## src/srdc_pkg.sv

```systemverilog
`timescale 1ns / 1ps

package srdc_pkg;

  // Default build values
  localparam int NUM_WHEELS_DEF  = 4;
  localparam int SENSE_WIDTH_DEF = 10;

  // Field widths of the transfer payloads
  localparam int DIGIT_W    = 4;
  localparam int SENSE_W    = 10;
  localparam int POS_W      = 8;
  localparam int OUT_WHEELS = 4;
  localparam int SIZE_W     = 2;
  localparam int TICK_W     = 5;
  localparam int PULSE_W    = 5;

  // Position codes
  localparam logic [POS_W-1:0] POS_UNKNOWN = 8'd254;
  localparam logic [POS_W-1:0] POS_BROKEN  = 8'd255;
  localparam logic [POS_W-1:0] POS_LAST    = 8'd9;

  localparam logic [PULSE_W-1:0] MAX_PULSES = 5'd20;
  localparam int RISE_LIMIT = 50;

  localparam logic [SIZE_W-1:0] REEL_SIZE_RST = 2'd3;

  // Coil timing in 10 ms ticks, rounded up
  localparam int TICK_MS   = 10;
  localparam int PULSE_MS  = 30;
  localparam int PAUSE_MS0 = 100;
  localparam int PAUSE_MS1 = 125;
  localparam int PAUSE_MS2 = 150;
  localparam int PAUSE_MS3 = 175;
  localparam logic [TICK_W-1:0] PULSE_TICKS  = TICK_W'((PULSE_MS + TICK_MS - 1) / TICK_MS);
  localparam logic [TICK_W-1:0] PAUSE_TICKS0 = TICK_W'((PAUSE_MS0 + TICK_MS - 1) / TICK_MS);
  localparam logic [TICK_W-1:0] PAUSE_TICKS1 = TICK_W'((PAUSE_MS1 + TICK_MS - 1) / TICK_MS);
  localparam logic [TICK_W-1:0] PAUSE_TICKS2 = TICK_W'((PAUSE_MS2 + TICK_MS - 1) / TICK_MS);
  localparam logic [TICK_W-1:0] PAUSE_TICKS3 = TICK_W'((PAUSE_MS3 + TICK_MS - 1) / TICK_MS);

  // Sequencer codes
  localparam logic [3:0] ST_IDLE           = 4'd0;
  localparam logic [3:0] ST_HOME_START     = 4'd1;
  localparam logic [3:0] ST_HOME_HIGH      = 4'd2;
  localparam logic [3:0] ST_HOME_HIGH_WAIT = 4'd3;
  localparam logic [3:0] ST_HOME_LOW       = 4'd4;
  localparam logic [3:0] ST_HOME_LOW_WAIT  = 4'd5;
  localparam logic [3:0] ST_HOME_CHECK     = 4'd6;
  localparam logic [3:0] ST_STEP_START     = 4'd7;
  localparam logic [3:0] ST_STEP_HIGH_WAIT = 4'd8;
  localparam logic [3:0] ST_STEP_LOW       = 4'd9;
  localparam logic [3:0] ST_STEP_LOW_WAIT  = 4'd10;

  typedef struct packed {
    logic [DIGIT_W-1:0]    target_min;
    logic [DIGIT_W-1:0]    target_tenmin;
    logic [DIGIT_W-1:0]    target_hour;
    logic [DIGIT_W-1:0]    target_tenhour;
    logic [OUT_WHEELS-1:0] zero_request;
    logic                  rehome_all;
    logic [SENSE_W-1:0]    sense_level;
  } srdc_in_t;

  typedef struct packed {
    logic [OUT_WHEELS-1:0] coil_drive;
    logic                  fault_lamp;
    logic                  busy_res;
    logic [POS_W-1:0]      pos_min;
    logic [POS_W-1:0]      pos_tenmin;
    logic [POS_W-1:0]      pos_hour;
    logic [POS_W-1:0]      pos_tenhour;
  } srdc_out_t;

  function automatic logic [TICK_W-1:0] pause_ticks(input logic [SIZE_W-1:0] size);
    logic [TICK_W-1:0] t;
    unique case (size)
      2'd0:    t = PAUSE_TICKS0;
      2'd1:    t = PAUSE_TICKS1;
      2'd2:    t = PAUSE_TICKS2;
      default: t = PAUSE_TICKS3;
    endcase
    return t;
  endfunction

endpackage

```

## src/score_reel_drive_controller.sv

```systemverilog
`timescale 1ns / 1ps

// Score reel drive controller: sequences the coils of NUM_WHEELS decimal
// score reels, homing unknown wheels against the home sensor and stepping
// known wheels toward their target digits.
// Input channel (in_valid/in_ready/in_data): one transfer per 10 ms tick with
// the target digits, homing requests, re-home command and one sensor sample.
// Result channel (out_valid/out_ready/out_data): one transfer per tick with
// the coil levels, fault lamp, busy flag and all wheel positions after it.
// Config port: cfg_we/cfg_wdata write the reel size (pause 10/13/15/18 ticks).
// Path: an accepted tick lands in the input register, is processed from
// there, and its result is captured in the result register once that
// slot is free or draining.
// Throughput: one tick per cycle unless the receiver stalls; the whole
// sequencer step is one pass of logic from input register to result register.
// Receiver stall: the result register holds; the input register takes one
// more tick, then in_ready drops until the result is taken.
// Reset (rst_n low, synchronous): sequencer idle, all positions unknown,
// all coils off, reel size 3 (largest pause), both channels empty.
module score_reel_drive_controller
  import srdc_pkg::*;
#(
  parameter int NUM_WHEELS  = srdc_pkg::NUM_WHEELS_DEF,
  parameter int SENSE_WIDTH = srdc_pkg::SENSE_WIDTH_DEF
) (
  input  logic                      clk,
  input  logic                      rst_n,
  input  logic                      in_valid,
  output logic                      in_ready,
  input  srdc_pkg::srdc_in_t        in_data,
  output logic                      out_valid,
  input  logic                      out_ready,
  output srdc_pkg::srdc_out_t       out_data,
  input  logic                      cfg_we,
  input  logic [srdc_pkg::SIZE_W-1:0] cfg_wdata
);

  // Sensor bits kept: the sample field masked down to SENSE_WIDTH
  localparam int SenseBits = (SENSE_WIDTH < SENSE_W) ? SENSE_WIDTH : SENSE_W;
  // Wheels that map onto the fixed payload fields
  localparam int NShown    = (NUM_WHEELS < OUT_WHEELS) ? NUM_WHEELS : OUT_WHEELS;
  localparam int WheelIdxW = (NUM_WHEELS > 1) ? $clog2(NUM_WHEELS) : 1;

  // Handshake registers
  logic      in_valid_r;
  srdc_in_t  in_data_r;
  logic      out_valid_r;
  srdc_out_t out_data_r, out_data_nxt;
  logic      advance;

  // Sequencer state
  logic [SIZE_W-1:0]    reel_size_r;
  logic [3:0]           seq_state_r, seq_state_nxt;
  logic [WheelIdxW-1:0] active_wheel_r, active_wheel_nxt;
  logic [PULSE_W-1:0]   pulse_count_r, pulse_count_nxt;
  logic [TICK_W-1:0]    tick_delay_r, tick_delay_nxt;
  logic [SenseBits-1:0] prev_sense_r, prev_sense_nxt;
  logic [POS_W-1:0]     wheel_pos_r [NUM_WHEELS];
  logic [POS_W-1:0]     wheel_pos_nxt [NUM_WHEELS];
  logic [NUM_WHEELS-1:0] home_pending_r, home_pending_nxt;
  logic [NUM_WHEELS-1:0] coil_level_r, coil_level_nxt;
  logic                 moving_r, moving_nxt;

  // Working values for one tick
  logic [DIGIT_W-1:0]   target [NUM_WHEELS];
  logic [SenseBits-1:0] sense;
  logic                 rise;
  logic [PULSE_W-1:0]   pulse_inc;
  logic                 found_home, found_step;
  logic [WheelIdxW-1:0] home_sel, step_sel;
  logic                 fault;
  logic [POS_W-1:0]     pos_shown [OUT_WHEELS];

  // A tick moves to the result register when the result slot is free or draining
  assign advance   = in_valid_r && (!out_valid_r || out_ready);
  assign in_ready  = !in_valid_r || advance;
  assign out_valid = out_valid_r;
  assign out_data  = out_data_r;

  assign sense     = in_data_r.sense_level[SenseBits-1:0];
  // Rise only when the sample exceeds the previous one by more than the limit
  assign rise      = {1'b0, sense} > ({1'b0, prev_sense_r} + (SenseBits + 1)'(RISE_LIMIT));
  assign pulse_inc = pulse_count_r + PULSE_W'(1);

  always_comb begin
    // Targets and requests of wheels beyond the payload stay zero
    for (int i = 0; i < NUM_WHEELS; i++) begin
      target[i] = '0;
    end
    if (NShown > 0) target[0] = in_data_r.target_min;
    if (NShown > 1) target[1] = in_data_r.target_tenmin;
    if (NShown > 2) target[2] = in_data_r.target_hour;
    if (NShown > 3) target[3] = in_data_r.target_tenhour;

    home_pending_nxt = home_pending_r;
    for (int i = 0; i < NShown; i++) begin
      if (in_data_r.zero_request[i]) home_pending_nxt[i] = 1'b1;
    end

    // Re-home forgets every position, broken marks included
    for (int i = 0; i < NUM_WHEELS; i++) begin
      wheel_pos_nxt[i] = in_data_r.rehome_all ? POS_UNKNOWN : wheel_pos_r[i];
    end

    // Idle scan: homing first, then stepping, lowest wheel wins
    found_home = 1'b0;
    home_sel   = '0;
    for (int i = 0; i < NUM_WHEELS; i++) begin
      if (!found_home && wheel_pos_nxt[i] != POS_BROKEN &&
          (home_pending_nxt[i] || wheel_pos_nxt[i] == POS_UNKNOWN)) begin
        found_home = 1'b1;
        home_sel   = WheelIdxW'(i);
      end
    end
    found_step = 1'b0;
    step_sel   = '0;
    for (int i = 0; i < NUM_WHEELS; i++) begin
      if (!found_step && wheel_pos_nxt[i] < POS_UNKNOWN &&
          wheel_pos_nxt[i] != {{(POS_W - DIGIT_W){1'b0}}, target[i]}) begin
        found_step = 1'b1;
        step_sel   = WheelIdxW'(i);
      end
    end

    seq_state_nxt    = seq_state_r;
    active_wheel_nxt = active_wheel_r;
    pulse_count_nxt  = pulse_count_r;
    tick_delay_nxt   = tick_delay_r;
    prev_sense_nxt   = prev_sense_r;
    coil_level_nxt   = coil_level_r;
    moving_nxt       = moving_r;

    unique case (seq_state_r)
      ST_IDLE: begin
        if (found_home) begin
          active_wheel_nxt = home_sel;
          seq_state_nxt    = ST_HOME_START;
          moving_nxt       = 1'b1;
        end else if (found_step) begin
          active_wheel_nxt = step_sel;
          seq_state_nxt    = ST_STEP_START;
          moving_nxt       = 1'b1;
        end else begin
          moving_nxt = 1'b0;
        end
      end
      ST_HOME_START: begin
        prev_sense_nxt  = sense;
        pulse_count_nxt = '0;
        seq_state_nxt   = ST_HOME_HIGH;
      end
      ST_HOME_HIGH, ST_STEP_START: begin
        tick_delay_nxt = PULSE_TICKS;
        coil_level_nxt = coil_level_r | (NUM_WHEELS'(1) << active_wheel_r);
        seq_state_nxt  = (seq_state_r == ST_HOME_HIGH) ? ST_HOME_HIGH_WAIT
                                                       : ST_STEP_HIGH_WAIT;
      end
      ST_HOME_HIGH_WAIT, ST_STEP_HIGH_WAIT: begin
        if (tick_delay_r != '0) begin
          tick_delay_nxt = tick_delay_r - TICK_W'(1);
        end else begin
          seq_state_nxt = (seq_state_r == ST_HOME_HIGH_WAIT) ? ST_HOME_LOW : ST_STEP_LOW;
        end
      end
      ST_HOME_LOW, ST_STEP_LOW: begin
        tick_delay_nxt = pause_ticks(reel_size_r);
        coil_level_nxt = coil_level_r & ~(NUM_WHEELS'(1) << active_wheel_r);
        seq_state_nxt  = (seq_state_r == ST_HOME_LOW) ? ST_HOME_LOW_WAIT : ST_STEP_LOW_WAIT;
      end
      ST_HOME_LOW_WAIT: begin
        if (tick_delay_r != '0) begin
          tick_delay_nxt = tick_delay_r - TICK_W'(1);
        end else begin
          seq_state_nxt = ST_HOME_CHECK;
        end
      end
      ST_HOME_CHECK: begin
        pulse_count_nxt = pulse_inc;
        if (pulse_inc < MAX_PULSES && !rise) begin
          prev_sense_nxt = sense;
          seq_state_nxt  = ST_HOME_HIGH;
        end else begin
          // The last pulse marks the wheel broken even on a rise
          if (pulse_inc >= MAX_PULSES) begin
            wheel_pos_nxt[active_wheel_r] = POS_BROKEN;
          end else begin
            home_pending_nxt[active_wheel_r] = 1'b0;
            wheel_pos_nxt[active_wheel_r]    = '0;
          end
          seq_state_nxt = ST_IDLE;
        end
      end
      ST_STEP_LOW_WAIT: begin
        if (tick_delay_r != '0) begin
          tick_delay_nxt = tick_delay_r - TICK_W'(1);
        end else begin
          // Advance the digit; a wheel re-homed meanwhile stays unknown
          if (wheel_pos_nxt[active_wheel_r] >= POS_LAST) begin
            if (wheel_pos_nxt[active_wheel_r] < POS_UNKNOWN) begin
              wheel_pos_nxt[active_wheel_r] = '0;
            end
          end else begin
            wheel_pos_nxt[active_wheel_r] = wheel_pos_nxt[active_wheel_r] + POS_W'(1);
          end
          seq_state_nxt = ST_IDLE;
        end
      end
      default: begin
        seq_state_nxt = ST_IDLE;
      end
    endcase

    // Result: state after the tick
    fault = 1'b0;
    for (int i = 0; i < NUM_WHEELS; i++) begin
      if (wheel_pos_nxt[i] == POS_BROKEN) fault = 1'b1;
    end
    for (int i = 0; i < OUT_WHEELS; i++) begin
      pos_shown[i] = '0;
    end
    out_data_nxt            = '0;
    for (int i = 0; i < NShown; i++) begin
      pos_shown[i]                = wheel_pos_nxt[i];
      out_data_nxt.coil_drive[i]  = coil_level_nxt[i];
    end
    out_data_nxt.fault_lamp  = fault;
    out_data_nxt.busy_res    = moving_nxt;
    out_data_nxt.pos_min     = pos_shown[0];
    out_data_nxt.pos_tenmin  = pos_shown[1];
    out_data_nxt.pos_hour    = pos_shown[2];
    out_data_nxt.pos_tenhour = pos_shown[3];
  end

  // Control state
  always_ff @(posedge clk) begin
    if (!rst_n) begin
      in_valid_r     <= 1'b0;
      out_valid_r    <= 1'b0;
      reel_size_r    <= REEL_SIZE_RST;
      seq_state_r    <= ST_IDLE;
      active_wheel_r <= '0;
      pulse_count_r  <= '0;
      tick_delay_r   <= '0;
      prev_sense_r   <= '0;
      home_pending_r <= '0;
      coil_level_r   <= '0;
      moving_r       <= 1'b0;
      for (int i = 0; i < NUM_WHEELS; i++) begin
        wheel_pos_r[i] <= POS_UNKNOWN;
      end
    end else begin
      if (cfg_we) reel_size_r <= cfg_wdata;
      if (in_ready) in_valid_r <= in_valid;
      if (advance) begin
        out_valid_r <= 1'b1;
      end else if (out_ready) begin
        out_valid_r <= 1'b0;
      end
      // Commit the tick only when its result is captured
      if (advance) begin
        seq_state_r    <= seq_state_nxt;
        active_wheel_r <= active_wheel_nxt;
        pulse_count_r  <= pulse_count_nxt;
        tick_delay_r   <= tick_delay_nxt;
        prev_sense_r   <= prev_sense_nxt;
        home_pending_r <= home_pending_nxt;
        coil_level_r   <= coil_level_nxt;
        moving_r       <= moving_nxt;
        for (int i = 0; i < NUM_WHEELS; i++) begin
          wheel_pos_r[i] <= wheel_pos_nxt[i];
        end
      end
    end
  end

  // Payload registers
  always_ff @(posedge clk) begin
    if (in_ready && in_valid) in_data_r <= in_data;
    if (advance) out_data_r <= out_data_nxt;
  end

`ifndef SYNTHESIS
  // Only the selected wheel's coil may ever be energized
  a_coil_active_only: assert property (@(posedge clk) disable iff (!rst_n)
    coil_level_r == '0 || coil_level_r == (NUM_WHEELS'(1) << active_wheel_r))
    else $error("coil energized on a wheel other than the active one");

  // The sequencer never rests in idle with a coil still on
  a_idle_coils_off: assert property (@(posedge clk) disable iff (!rst_n)
    seq_state_r == ST_IDLE |-> coil_level_r == '0)
    else $error("coil left energized in idle");

  // Delay never exceeds the longest pause
  a_delay_bound: assert property (@(posedge clk) disable iff (!rst_n)
    tick_delay_r <= PAUSE_TICKS3)
    else $error("tick delay out of range");

  // Homing stops at the pulse limit
  a_pulse_bound: assert property (@(posedge clk) disable iff (!rst_n)
    pulse_count_r <= MAX_PULSES)
    else $error("pulse count beyond limit");

  // State moves only when a tick is committed
  a_state_hold: assert property (@(posedge clk) disable iff (!rst_n)
    !advance |=> $stable(seq_state_r) && $stable(coil_level_r))
    else $error("sequencer moved without a tick");
`endif

endmodule
```

## config.mk

```make
export PLATFORM = sky130hd
export DESIGN_NAME = score_reel_drive_controller
export DESIGN_NICKNAME = d
export VERILOG_FILES = /design/src/srdc_pkg.sv /design/src/score_reel_drive_controller.sv
export SDC_FILE = /design/constraint.sdc
export NUM_CORES = 1
export LEC_CHECK = 0
export ABC_AREA = 1
export BUFFER_PORTS_ARGS = -buffer_cell sky130_fd_sc_hd__buf_2
export CORE_ASPECT_RATIO = 0.9
export CORE_MARGIN = 4
export CORE_UTILIZATION = 35
export DETAILED_ROUTE_END_ITERATION = 8
export MAX_ROUTING_LAYER = met4
export PLACE_DENSITY = 0.51
export SKIP_LAST_GASP = 1
export SLEW_MARGIN = 20
export SYNTH_ARGS = -nofsm -noshare
export SYNTH_HDL_FRONTEND = slang
export SYNTH_SLANG_ARGS = --single-unit
```

## constraint.sdc

```tcl
create_clock -name clk -period 4.7 [get_ports clk]
set_clock_uncertainty 0.2 [all_clocks]
set_input_delay 0.47 -clock clk [delete_from_list [all_inputs] [get_ports clk]]
set_output_delay 0.47 -clock clk [all_outputs]
set_load 0.005 [all_outputs]
```

# [Yosys cells after proc, flatten, opt, wreduce, memory -nomap -nowiden]
# Memories as Yosys holds them, arrays and structs flattened.
# Cells that the tools add are included.
[totals] reg_bits=108 latchBits=0 ramBits=32 romBits=0 input_bits=38 elab_cells=214 mem_count=1
[classes] addsub=4 multipliers=0 div_mod_pow=0 order_cmp=13 n_eq_ne=34 shifts=1 mux=72 n_bitwise=13 n_reduce_logical=51
[mem_list] name="wheel_pos_r" depth=4 width=8 rd=4 rd_clocked_by_memory_dff=0 wr=4 line_no="score_reel_drive_controller.sv:58" text="logic [POS_W-1:0] wheel_pos_r [NUM_WHEELS];"
[ops] cell="$mux 32" n=5
[ops] cell="$mux 8" n=11
[ops] cell="$eq 8x8->1 const B" n=8
[ops] cell="$pmux 32 s2" n=1
[ops] cell="$mux 4" n=11
[ops] cell="$lt 8x8->1 const B" n=5
[ops] cell="$and 32x32->32" n=1
[ops] cell="$bwmux 32" n=1
[ops] cell="$ne 8x4->1" n=4
[ops] cell="$ne 8x8->1 const B" n=4
[ops] cell="$not 32->32" n=1
[ops] cell="$or 32x32->32" n=1
[ops] cell="$pmux 4 s8" n=1
[ops] cell="$pmux 5 s3" n=2
[ops] cell="$mux 1" n=25
[ops] cell="$pmux 10 s2" n=1
[ops] cell="$logic_and 1x1->1" n=19
[ops] cell="$bmux 8 s2" n=1
[ops] cell="$demux 8 s2" n=1
[ops] cell="$eq 4x3->1 const B" n=4
[ops] cell="$mux 2" n=7
[ops] cell="$eq 4x4->1 const B" n=3
[ops] cell="$add 10x6->11 const B" n=1
[ops] cell="$gt 10x11->1" n=1
[ops] cell="other kinds (41)" n=69

# [Logic depth before layout (Yosys ltp)]
# Gate-level depths: netlist of run 1.
# An unclocked memory read counts as a cell.
[depth] word_depth=20 mapped_depth=25 ltp_nobuf=24

# [Worst setup path before layout of run 1]
# OpenSTA, ideal clock, no wires.
[synth_path] kind="reg-to-reg" startpoint="reg prev_sense_r[1]" endpoint="reg out_data_r (netlist bit out_data[33]), data pin" setup_time_ps=130 t_arrival_ps=2706 setup_slack_ps=1665 stages_incl_launch_ff=23 period_less_slack_ps=3035 cell_sequence="dfxtp_1 > ha_1 > nand2_1 > nand2_1 > nand2_1 > nor3_1 > xor2_1 > ha_1 > nand2_1 > inv_1 > a221oi_1 > nand2_1 > nand2_1 > nand2_1 > nand3_2 > nand2_1 > nand2_1 > nand2_1 > nor2_1 > nand3_1 > nand2_1 > inv_1 > nand2_1"
[synth_rtl] element="from (decl)" line_no="score_reel_drive_controller.sv:57" text="logic [SenseBits-1:0] prev_sense_r, prev_sense_nxt;"
[synth_rtl] element="from (signal assigned)" line_no="score_reel_drive_controller.sv:265" text="prev_sense_r <= prev_sense_nxt;"
[synth_rtl] element="to (signal assigned)" line_no="score_reel_drive_controller.sv:279" text="if (advance) out_data_r <= out_data_nxt;"
[synth_rtl] element="to (decl)" line_no="score_reel_drive_controller.sv:48" text="srdc_out_t out_data_r, out_data_nxt;"

==> results by stage, run 1 <==
Outcome:
- The flow ran to the end, and the final reports show no timing, DRC or antenna violations.

Cells and area:
- From synthesis to final layout, the design area changed by 19.6%.
- The fraction of final layout cells sized beyond drive strength 1 is between 10% and 20%.
- The number of nets in the layout is between 1000 and 1500.
- The number of inserted diodes is 0.

Logic synthesis:
- The cell accounting for the most synthesized area is sky130_fd_sc_hd__edfxtp_1.
- The fraction of synthesized cell area taken by the top area cell type is 39.7%.
- The count of distinct cell types in the synthesized netlist is 39.
- The mapped netlist covers roughly 7600 um^2.
- The average footprint of a synthesized cell is approximately 8.2 um^2.
- For this run, the leading register cell type out of synthesis is sky130_fd_sc_hd__edfxtp_1.
- The sequential-to-total area share from yosys stat is between 40% and 50%.
- After technology mapping, the gate count stands at 936.
- By area the synthesized netlist is led by sky130_fd_sc_hd__edfxtp_1 (40%), sky130_fd_sc_hd__nand2_1 (12%), sky130_fd_sc_hd__dfxtp_1 (10%), sky130_fd_sc_hd__nor2_1 (6.1%), sky130_fd_sc_hd__inv_1 (5.6%).
- Counting flops with an async set or reset pin after synthesis yields a share of 0%.
- The number of nets in the synthesized netlist is between 900 and 1000.
- Synthesis inferred 140 register bits.
- The number of warnings issued by yosys is 0.
- In this run, synthesis inferred 101 flip-flops with an integrated enable.

Routing:
- The pre-antenna-repair detailed-routing pass consisted of 5 iterations.
- After detailed routing, the number of vias per cell comes to roughly 4.8.
- For this block, the initial DRC count from the detailed router was roughly 460.
- The final route contains ~6500 vias.
- After detailed routing, the number of remaining DRC violations is 0.
- For this block, the routed nets add up to 20700 um of wire.
- The post-detailed-route wirelength per cell is between 15 and 20 um.
- The remaining number of nets flagged by the antenna check after routing is 0.

Worst setup path:
- Counting both buffers and inverters, the worst setup path holds a total of 2.
- The critical path required time is slightly below 5 ns.
- STA classifies the critical path endpoint as a flop.
- The signal on the critical path passes through ha_1 -> nand2_1 -> nand2_1 -> nand2_1 -> nor3_1 -> xor2_1 -> ha_1 -> nand2_1 -> inv_1 -> a221oi_1 -> nand2_1 -> nand2_1 -> nand2_1 -> nand3_4 -> nand2_1 -> nand2_1 -> nand3_1 -> nor2_1 -> nand2_1 -> nand2_1 -> inv_1 -> nand2_1.
- Among all stages on the critical path, the largest delay is contributed by sky130_fd_sc_hd__dfxtp_1.
- The critical path arrival is just under 4 ns.
- For the worst flop-to-flop path, the logic depth is 22.
- By instance count, the cell type seen most on the critical path is sky130_fd_sc_hd__nand2_1.
- The kind of launch point of the worst setup path is a flop.
- The startpoint identified for the worst register-to-register timing path is prev_sense_r[1].
- The maximum fanout count along the critical path is 7.
- The slack of the worst reg-to-reg path is between 0.8 and 0.9 ns.
- The capture point of the worst path is out_data[33].
- The end of the worst register-to-register path is out_data[33].
- By startpoint and endpoint, the worst setup path is classified as flop to flop.
- The cell class contributing the biggest share of worst-path delay is simple AND/OR/NAND/NOR gates.
- In this run the number of cells on the critical path is 22.
- The worst setup path startpoint is prev_sense_r[1].
- On the worst path, the slowest cell contributes a delay of 0.37 ns.

STA:
- The summed negative setup slack over all endpoints is 0 ns.
- At the pin with the least slew margin, the transition time is 0.826 ns.
- The worst max-slew margin expressed relative to the limit is between 40% and 50%.
- The peak clock frequency supported by timing is 261 MHz.
- The max-slew violation count is 0.
- Counting I/O delays and the setup requirement, the final critical path takes ~3.8 ns.
- The number of hold violations in the final report is 0.
- Setup repair after global routing left no endpoint under its margin.
- The post-route clock period utilization is ~80%.
- Setup violations remaining at the end of the flow were counted as 0.

Job:
- Max-cap violations in this run came to 0.

Clock network:
- The depth of the CTS H-tree is 4.
- The clock buffer count from CTS is 17.
- The TritonCTS clock tree is yes.
- The insertion delay of the later-clocked pin in the worst-skew pair is between 0.4 and 0.5 ns.
- The number of gates given a new drive strength after cts is 0.
- The master cell of the clock root buffer is sky130_fd_sc_hd__clkbuf_16.
- Clock-pin slew was measured on the worst setup and hold paths at ~0.07 ns.
- The count of buffers added by post-CTS timing repair for setup is 0.
- The number of hold buffers added after cts is 19.
- In this run the deepest clock path goes through 2 buffers.
- The clock drives 140 sinks.

Floorplanning:
- The die covers 24200 um^2.
- During I/O placement, the number of pins put on the boundary was 78.
- The count of standard-cell rows is 50.
- The core region is roughly 21000 um^2.
- The die height is 148 um.
- The floorplan step set the die width to 164 um.
- The initial utilization of the core area, before any placement, comes to 36.1%.

Hold path:
- The class of the most critical hold timing path is input port to flop.
- The startpoint identified for the worst hold timing path is in_data[11].

Pwr:
- The total leakage power is around 3.8 nW.
- The total design power is approximately 0.0031 W.
- Dividing total power by cell area gives a power density of 339 nW/um^2.
- IR analysis of the VDD net gives a maximum drop of between 0.15 and 0.2 mV.

Placement:
- Input and output buffers added on the ports amount to a little under 80.
- At the end of routability-driven placement, the weighted congestion stood at between 0.9 and 1.
- The HPWL after detailed placement is between 10000 and 15000 um.

GRT:
- The maximum number of pins on one net before global-route repair is 33.
- The remaining global-route overflow is 0.
- The number of antenna violations at the first check in global routing is 0.
- The overall fraction of global-route tracks in use is a little under a fifth.
- The first-pass GRT wire length is 33300 um.
- The via count of the first global-routing pass came to approximately 6300.
==> area by class of cell <==
type | instances | area [um^2]
Multi-Input combinational cell | 657 | 3270
Inverter | 122 | 458
Fill cell | 2209 | 12000
Sequential cell | 140 | 3810
Tap cell | 286 | 358
Clock inverter | 14 | 148
Timing Repair Buffer | 104 | 636
Clock buffer | 18 | 450
==> registers in the layout, indices dropped and copies added, names as in the netlist <==
register,cells
coil_level_r,4
home_pending_r,4
prev_sense_r,10
active_wheel_r,2
reel_size_r,2
seq_state_r,4
wheel_pos_r,32
moving_r,1
tick_delay_r,5
sense,10
out_data,38
in_valid_r,1
pulse_count_r,5
out_valid,1
in_data_r,21
==> placed cells by master, fill, tap and decap left out, types with 3 or more instances in the layout <==
master / synthesis / layout
sky130_fd_sc_hd__a211oi_1: 4 / 4
sky130_fd_sc_hd__a21oi_1: 39 / 39
sky130_fd_sc_hd__a31oi_1: 4 / 4
sky130_fd_sc_hd__buf_2: 1 / 77
sky130_fd_sc_hd__buf_4: 2 / 8
sky130_fd_sc_hd__clkbuf_16: 0 / 18
sky130_fd_sc_hd__clkinv_4: 0 / 4
sky130_fd_sc_hd__dfxtp_1: 39 / 39
sky130_fd_sc_hd__dlygate4sd3_1: 0 / 19
sky130_fd_sc_hd__edfxtp_1: 101 / 101
sky130_fd_sc_hd__ha_1: 19 / 19
sky130_fd_sc_hd__inv_1: 114 / 113
sky130_fd_sc_hd__inv_2: 7 / 8
sky130_fd_sc_hd__inv_6: 0 / 3
sky130_fd_sc_hd__inv_8: 0 / 4
sky130_fd_sc_hd__nand2_1: 235 / 234
sky130_fd_sc_hd__nand2_2: 8 / 9
sky130_fd_sc_hd__nand3_1: 78 / 78
sky130_fd_sc_hd__nand3b_1: 4 / 4
sky130_fd_sc_hd__nand4_1: 16 / 16
sky130_fd_sc_hd__nor2_1: 125 / 124
sky130_fd_sc_hd__nor2_2: 7 / 8
sky130_fd_sc_hd__nor2_4: 5 / 5
sky130_fd_sc_hd__nor3_1: 17 / 17
sky130_fd_sc_hd__o21ai_0: 46 / 45
sky130_fd_sc_hd__o21ai_1: 2 / 3
sky130_fd_sc_hd__o31ai_1: 4 / 4
sky130_fd_sc_hd__xnor2_1: 8 / 8
sky130_fd_sc_hd__xor2_1: 17 / 17
==> per-stage QoR <==
step	cells	worst slack, ns	hold WS, ns	area, um^2	util (%)
final	1341	0.869	0.0168	9130	43.2
after global routing	1341	0.471	0.00143	9130	43.2
after global placement	1290	0.896	0.239	8340	39.4
after floorplan	936	1.66	0.227	7640	-
after detailed placement	1290	0.887	0.245	8340	39.4
after CTS	1341	0.815	0.00245	9130	43.2
==> worst min-delay path by stage <==
stage	cells past startpoint	to	slack, ns
4_1_cts	1	in_data_r[13]	0.002
6_report	1	in_data_r[11]	0.02
3_3_place_gp	2	prev_sense_r[0]	0.24
2_1_floorplan	2	prev_sense_r[0]	0.23
5_1_grt	1	in_data_r[18]	0.001
3_5_place_dp	2	prev_sense_r[0]	0.24
==> power breakdown <==
part | switching, W | leakage, nW | total, W | internal [W]
Combinational | 0.000228 | 2.40 | 0.000334 | 0.000106
Sequential | 0.0000252 | 1.14 | 0.00140 | 0.00137
Clock | 0.000583 | 0.299 | 0.00136 | 0.000781
==> metal layers <==
metal  GRT usage (%)  part of all wire [%]  wire length, um
met1            26.2                    50            10400
met2            25.8                    43             8820
met3            3.60                   5.0             1040
met5               -                     0                0
met4            5.79                   2.0              416
==> Yosys cell counts, types with 4 or more instances <==
master and n:
sky130_fd_sc_hd__clkbuf_1 10, sky130_fd_sc_hd__inv_2 7, sky130_fd_sc_hd__nand2_2 8, sky130_fd_sc_hd__xnor2_1 8
sky130_fd_sc_hd__nor2_2 7, sky130_fd_sc_hd__xor2_1 17, sky130_fd_sc_hd__a211oi_1 4, sky130_fd_sc_hd__nand2_1 235
sky130_fd_sc_hd__nor2_1 125, sky130_fd_sc_hd__nor3_1 17, sky130_fd_sc_hd__a21oi_1 39, sky130_fd_sc_hd__o31ai_1 4
sky130_fd_sc_hd__dfxtp_1 39, sky130_fd_sc_hd__nand4_1 16, sky130_fd_sc_hd__nand3b_1 4, sky130_fd_sc_hd__a31oi_1 4
sky130_fd_sc_hd__nand3_1 78, sky130_fd_sc_hd__ha_1 19, sky130_fd_sc_hd__o21ai_0 46, sky130_fd_sc_hd__edfxtp_1 101
sky130_fd_sc_hd__inv_1 114, sky130_fd_sc_hd__buf_6 4, sky130_fd_sc_hd__nor2_4 5
==> kinds of logic after synthesis <==
logic type | after synthesis | share of synthesized area, %
and+or+nand+nor | 502 | 28.6
DFF | 140 | 49.9
buffers and inverters | 139 | 7.34
adders and majority gates | 19 | 3.11
xor gates and xnor gates | 25 | 2.87
AOI/OAI and AO/OA | 111 | 8.11
(Power assumes the default switching activity.)
==> run 2: changes to the inputs <==
PLACE_DENSITY = 0.53   (was 0.51)
clock period = 3.1 ns   (was 4.7 ns; I/O delays follow)
==> results by stage, run 2 (synthesized netlist as in run 1, its figures left out) <==
Outcome:
- The flow ran to the end, and the final reports show no timing, DRC or antenna violations.

Hold path:
- The depth of the worst hold-timing path was 4 (+3).
- The class of the most critical hold timing path is input port to flop.
- In this run the most critical hold path is launched from rst_n.
- The end point of the worst hold path is seq_state_r[1].

Worst setup path:
- The maximum fanout count along the critical path is 6 (-1).
- The buffering stage count on the worst path with inverters included was 4 (+2).
- The worst register-to-register path ends at out_data[33].
- The length in cells of the worst reg-to-reg path is 20 (-9.1%).
- The kind of end point of the critical path is a flop.
- Walking the worst path, the cells encountered are ha_4 -> nand2_2 -> nand2_2 -> nand2_2 -> nor3_2 -> xor2_1 -> ha_1 -> buf_6 -> a221oi_4 -> nand2_2 -> nand2_4 -> buf_8 -> inv_4 -> nand2_4 -> a21oi_2 -> a21oi_2 -> nand3_1 -> nand2_1 -> inv_1 -> nand2_1.
- STA classifies the critical path startpoint as a flop.
- The highest cell delay on the worst timing path is 0.35 ns (-0.02 ns).
- The critical path arrival is 3.20 ns (-0.74 ns).
- The master of the slowest instance on the critical path is sky130_fd_sc_hd__dfxtp_2.
- The worst flop-to-flop path startpoint is prev_sense_r[1].
- The slack of the worst reg-to-reg path is 0.005 ns (-0.86 ns).
- The critical path in this run is classified as flop to flop.
- The critical path required time is 3.20 ns (-1.61 ns).
- The kind of cell with the highest combined delay along the critical path is simple AND/OR/NAND/NOR gates.
- Counting stages on the worst path, the most repeated cell is sky130_fd_sc_hd__nand2_2.

Clock network:
- The clock buffer count from CTS was 17 (unchanged).
- The maximum number of buffers from clock root to sink is 2 (unchanged).
- The master cell of the clock root buffer is sky130_fd_sc_hd__clkbuf_16.
- The insertion delay of the later-clocked pin in the worst-skew pair is 0.43 ns (about the same).
- The clock input transition at the sequential cells of the worst setup and hold paths came to 0.07 ns (about the same).
- The number of sinks handled by clock tree synthesis came to 140 (unchanged).
- TritonCTS built the clock tree.
- The depth of the CTS H-tree was 4 (unchanged).

STA:
- The number of hold violations in the final report is 0 (unchanged).
- The transition time of the tightest slew-check pin is 0.537 ns (-0.289 ns).
- The max-slew violation count is 0 (unchanged).
- The worst hold slack after final layout was 0.167 ns (+0.150 ns).
- The final-report setup violation count is 0 (unchanged).
- The peak clock frequency supported by timing is 323 MHz (+24%).
- The final period demand of the worst path is 3.10 ns (-0.736 ns).
- The post-route clock period utilization came to 99.8% (+18 points).
- The worst max-slew margin expressed relative to the limit is 63.8% (+19 points).
- Setup repair after global routing could not meet its margin everywhere.

Floorplanning:
- The total core area came to 21100 um^2 (unchanged).
- The I/O pin count is 78 (unchanged).
- The effective utilization at floorplan came to 36.1% (unchanged).
- The count of standard-cell rows is 50 (unchanged).
- The die boundary width was 164 um (unchanged).
- The die height was 148 um (unchanged).
- The area of the die is 24200 um^2 (unchanged).

Pwr:
- The worst ir drop on vdd is 0.247 mV (+26%).
- The total leakage power is 4.55 nW (+18%).
- The switching power of the nets is 0.00133 W (+59%).
- The part of the power in the clock network is 41.8% (-2.3 points).
- The internal power of the cells is 0.00345 W (+53%).
- The switching share of power is 27.9% (+0.83 points).
- The fraction of power consumed by combinational cells came to 14.0% (+3.2 points).
- The total power divided by cell area is 454 nW/um^2 (+34%).
- The sequential share of power is 44.1% (-1.0 points).

Cells and area:
- The area used by sequential logic in the layout is 3820 um^2 (about the same).
- The fill cell instance count of the final layout is 2068 (-6.4%).
- The flip-flop count of the largest register, all copies and words added is 38 (unchanged).
- Leaving out fill and tap cells, the most frequent cells in the layout are sky130_fd_sc_hd__nand2_1 (218), sky130_fd_sc_hd__buf_4 (126), sky130_fd_sc_hd__nor2_1 (117).
- The fraction of final layout cells sized beyond drive strength 1 was 27.8% (+13 points).
- The post-synthesis to final-layout area growth is 38.1%.
- The area taken by multi-input logic gates is 3490 um^2 (+6.9%).
- The cell area after layout was 10500 um^2 (+16%).
- The number of inserted diodes came to 0 (unchanged).
- The number of nets in the layout was 1245 (+13%).
- The commonest non-fill, non-tap cell in the layout is sky130_fd_sc_hd__nand2_1.

Placement:
- The cell area reported after detailed placement is 9240 um^2 (+11%).
- The weighted congestion reported at the end of routability-driven placement came to 0.946 (+0.48%).
- The HPWL after detailed placement is 16000 um (+6.9%).
- The number of port buffers is 77 (unchanged).

Routing:
- The mean number of vias per cell was 4.73 (-2.2%).
- The detailed-route wire length is 22000 um (+6.2%).
- The detailed-routing iteration count for the pre-antenna-repair pass is 5 (unchanged).
- The final routed DRC violation total is 0 (unchanged).
- The initial DRC count was 484 (+5.0%).
- The remaining number of nets flagged by the antenna check after routing was 0 (unchanged).
- The post-detailed-route wirelength per cell is 14.8 um (-4.2%).
- The total number of vias came to 7034 (+8.4%).

GRT:
- The first-pass GRT wire length was 34800 um (+4.8%).
- The remaining global-route overflow is 0 (unchanged).
- The number of antenna violations at the first check in global routing came to 0 (unchanged).
- The overall fraction of global-route tracks in use is 18.8% (+0.62 points).
- The via count of the first global-routing pass is 6700 (+7.2%).
- The maximum number of pins on one net before global-route repair was 33 (unchanged).

Job:
- The max-cap violation count is 0 (unchanged).
-- run 2: cell count changes in the layout (fill, tap and decap cells not counted), moves of 6 or more --
cell / delta
sky130_fd_sc_hd__a21oi_1: -7
sky130_fd_sc_hd__nor2_2: +6
sky130_fd_sc_hd__nand2_1: -16
sky130_fd_sc_hd__o21ai_1: +8
sky130_fd_sc_hd__nand2_2: +13
sky130_fd_sc_hd__a21oi_2: +6
sky130_fd_sc_hd__dlygate4sd3_1: +21
sky130_fd_sc_hd__o21ai_0: -11
sky130_fd_sc_hd__nor2_1: -7
sky130_fd_sc_hd__buf_4: +118
sky130_fd_sc_hd__inv_1: -6
-- run 2: per-stage QoR --
step	util, %	setup WS [ns]	total power, W	instances	TNS, ns
after floorplan	-	0.0646	0.00248	936	0
after detailed placement	43.7	-0.203	0.00273	1405	-0.736
after global placement	43.7	-0.150	0.00273	1405	-0.215
after global routing	49.9	-0.226	0.00501	1487	-1.90
after CTS	48.8	-0.0584	0.00479	1480	-0.204
final	49.9	0.00471	0.00479	1487	0
-- run 2: worst register-to-register path: cells and delay by family, from the launching register on --
family | cells | cell delay, ns
AOI/OAI and AO/OA | 3 | 0.54
buffers and inverters | 4 | 0.37
and+or+nand+nor | 10 | 0.90
xor gates and xnor gates | 1 | 0.17
DFF | 1 | 0.35
adders and majority gates | 2 | 0.42
-- run 2: final cells by class --
| class | count | share of cell area (%) |
|---|---|---|
| clock buffer | 18 | 4.27 |
| tap | 286 | 3.39 |
| multi-input combinational | 657 | 33.1 |
| timing repair buffer | 250 | 17.5 |
| clock inverter | 14 | 1.17 |
| inverter | 122 | 4.37 |
| sequential | 140 | 36.2 |
-- run 2: power by group through the flow --
stage / Combinational [W] / Sequential (W) / Clock, W
after floorplan: 0.000337 / 0.00215 / 0
after global placement: 0.000581 / 0.00215 / 0
after detailed placement: 0.000579 / 0.00215 / 0
after CTS: 0.000636 / 0.00211 / 0.00205
after global routing: 0.000747 / 0.00212 / 0.00214
final: 0.000672 / 0.00211 / 0.00200
-- run 2: worst max path at each step --
stage                               start            to  slack, ns  cells past startpoint
after global routing      prev_sense_r[1]  out_data[33]      -0.23                     25
after floorplan           prev_sense_r[1]  out_data[33]       0.06                     22
after CTS                 prev_sense_r[2]  out_data[33]      -0.06                     21
after global placement    prev_sense_r[1]  out_data[33]      -0.15                     22
after detailed placement  prev_sense_r[1]  out_data[33]      -0.20                     22
final                     prev_sense_r[1]  out_data[33]      0.005                     20
-- run 2: timing repair --
action,CTS,global route
endpoints found under the hold margin,35,0
pin swaps,15,33
gates resized for setup,27,52
buffers inserted,3,5
endpoints found under the setup margin,18,41
cloned,0,2
hold buffers,40,0
-- run 2: routing by layer --
| metal | vias up | wire (um) | track usage, % |
|---|---|---|---|
| met1 | 3219 | 11000 | 26.9 |
| met3 | 26 | 982 | 3.21 |
| met5 | - | 0 | - |
| met2 | 196 | 9660 | 27.8 |
| met4 | 0 | 308 | 4.95 |
| li1 | 3593 | - | - |
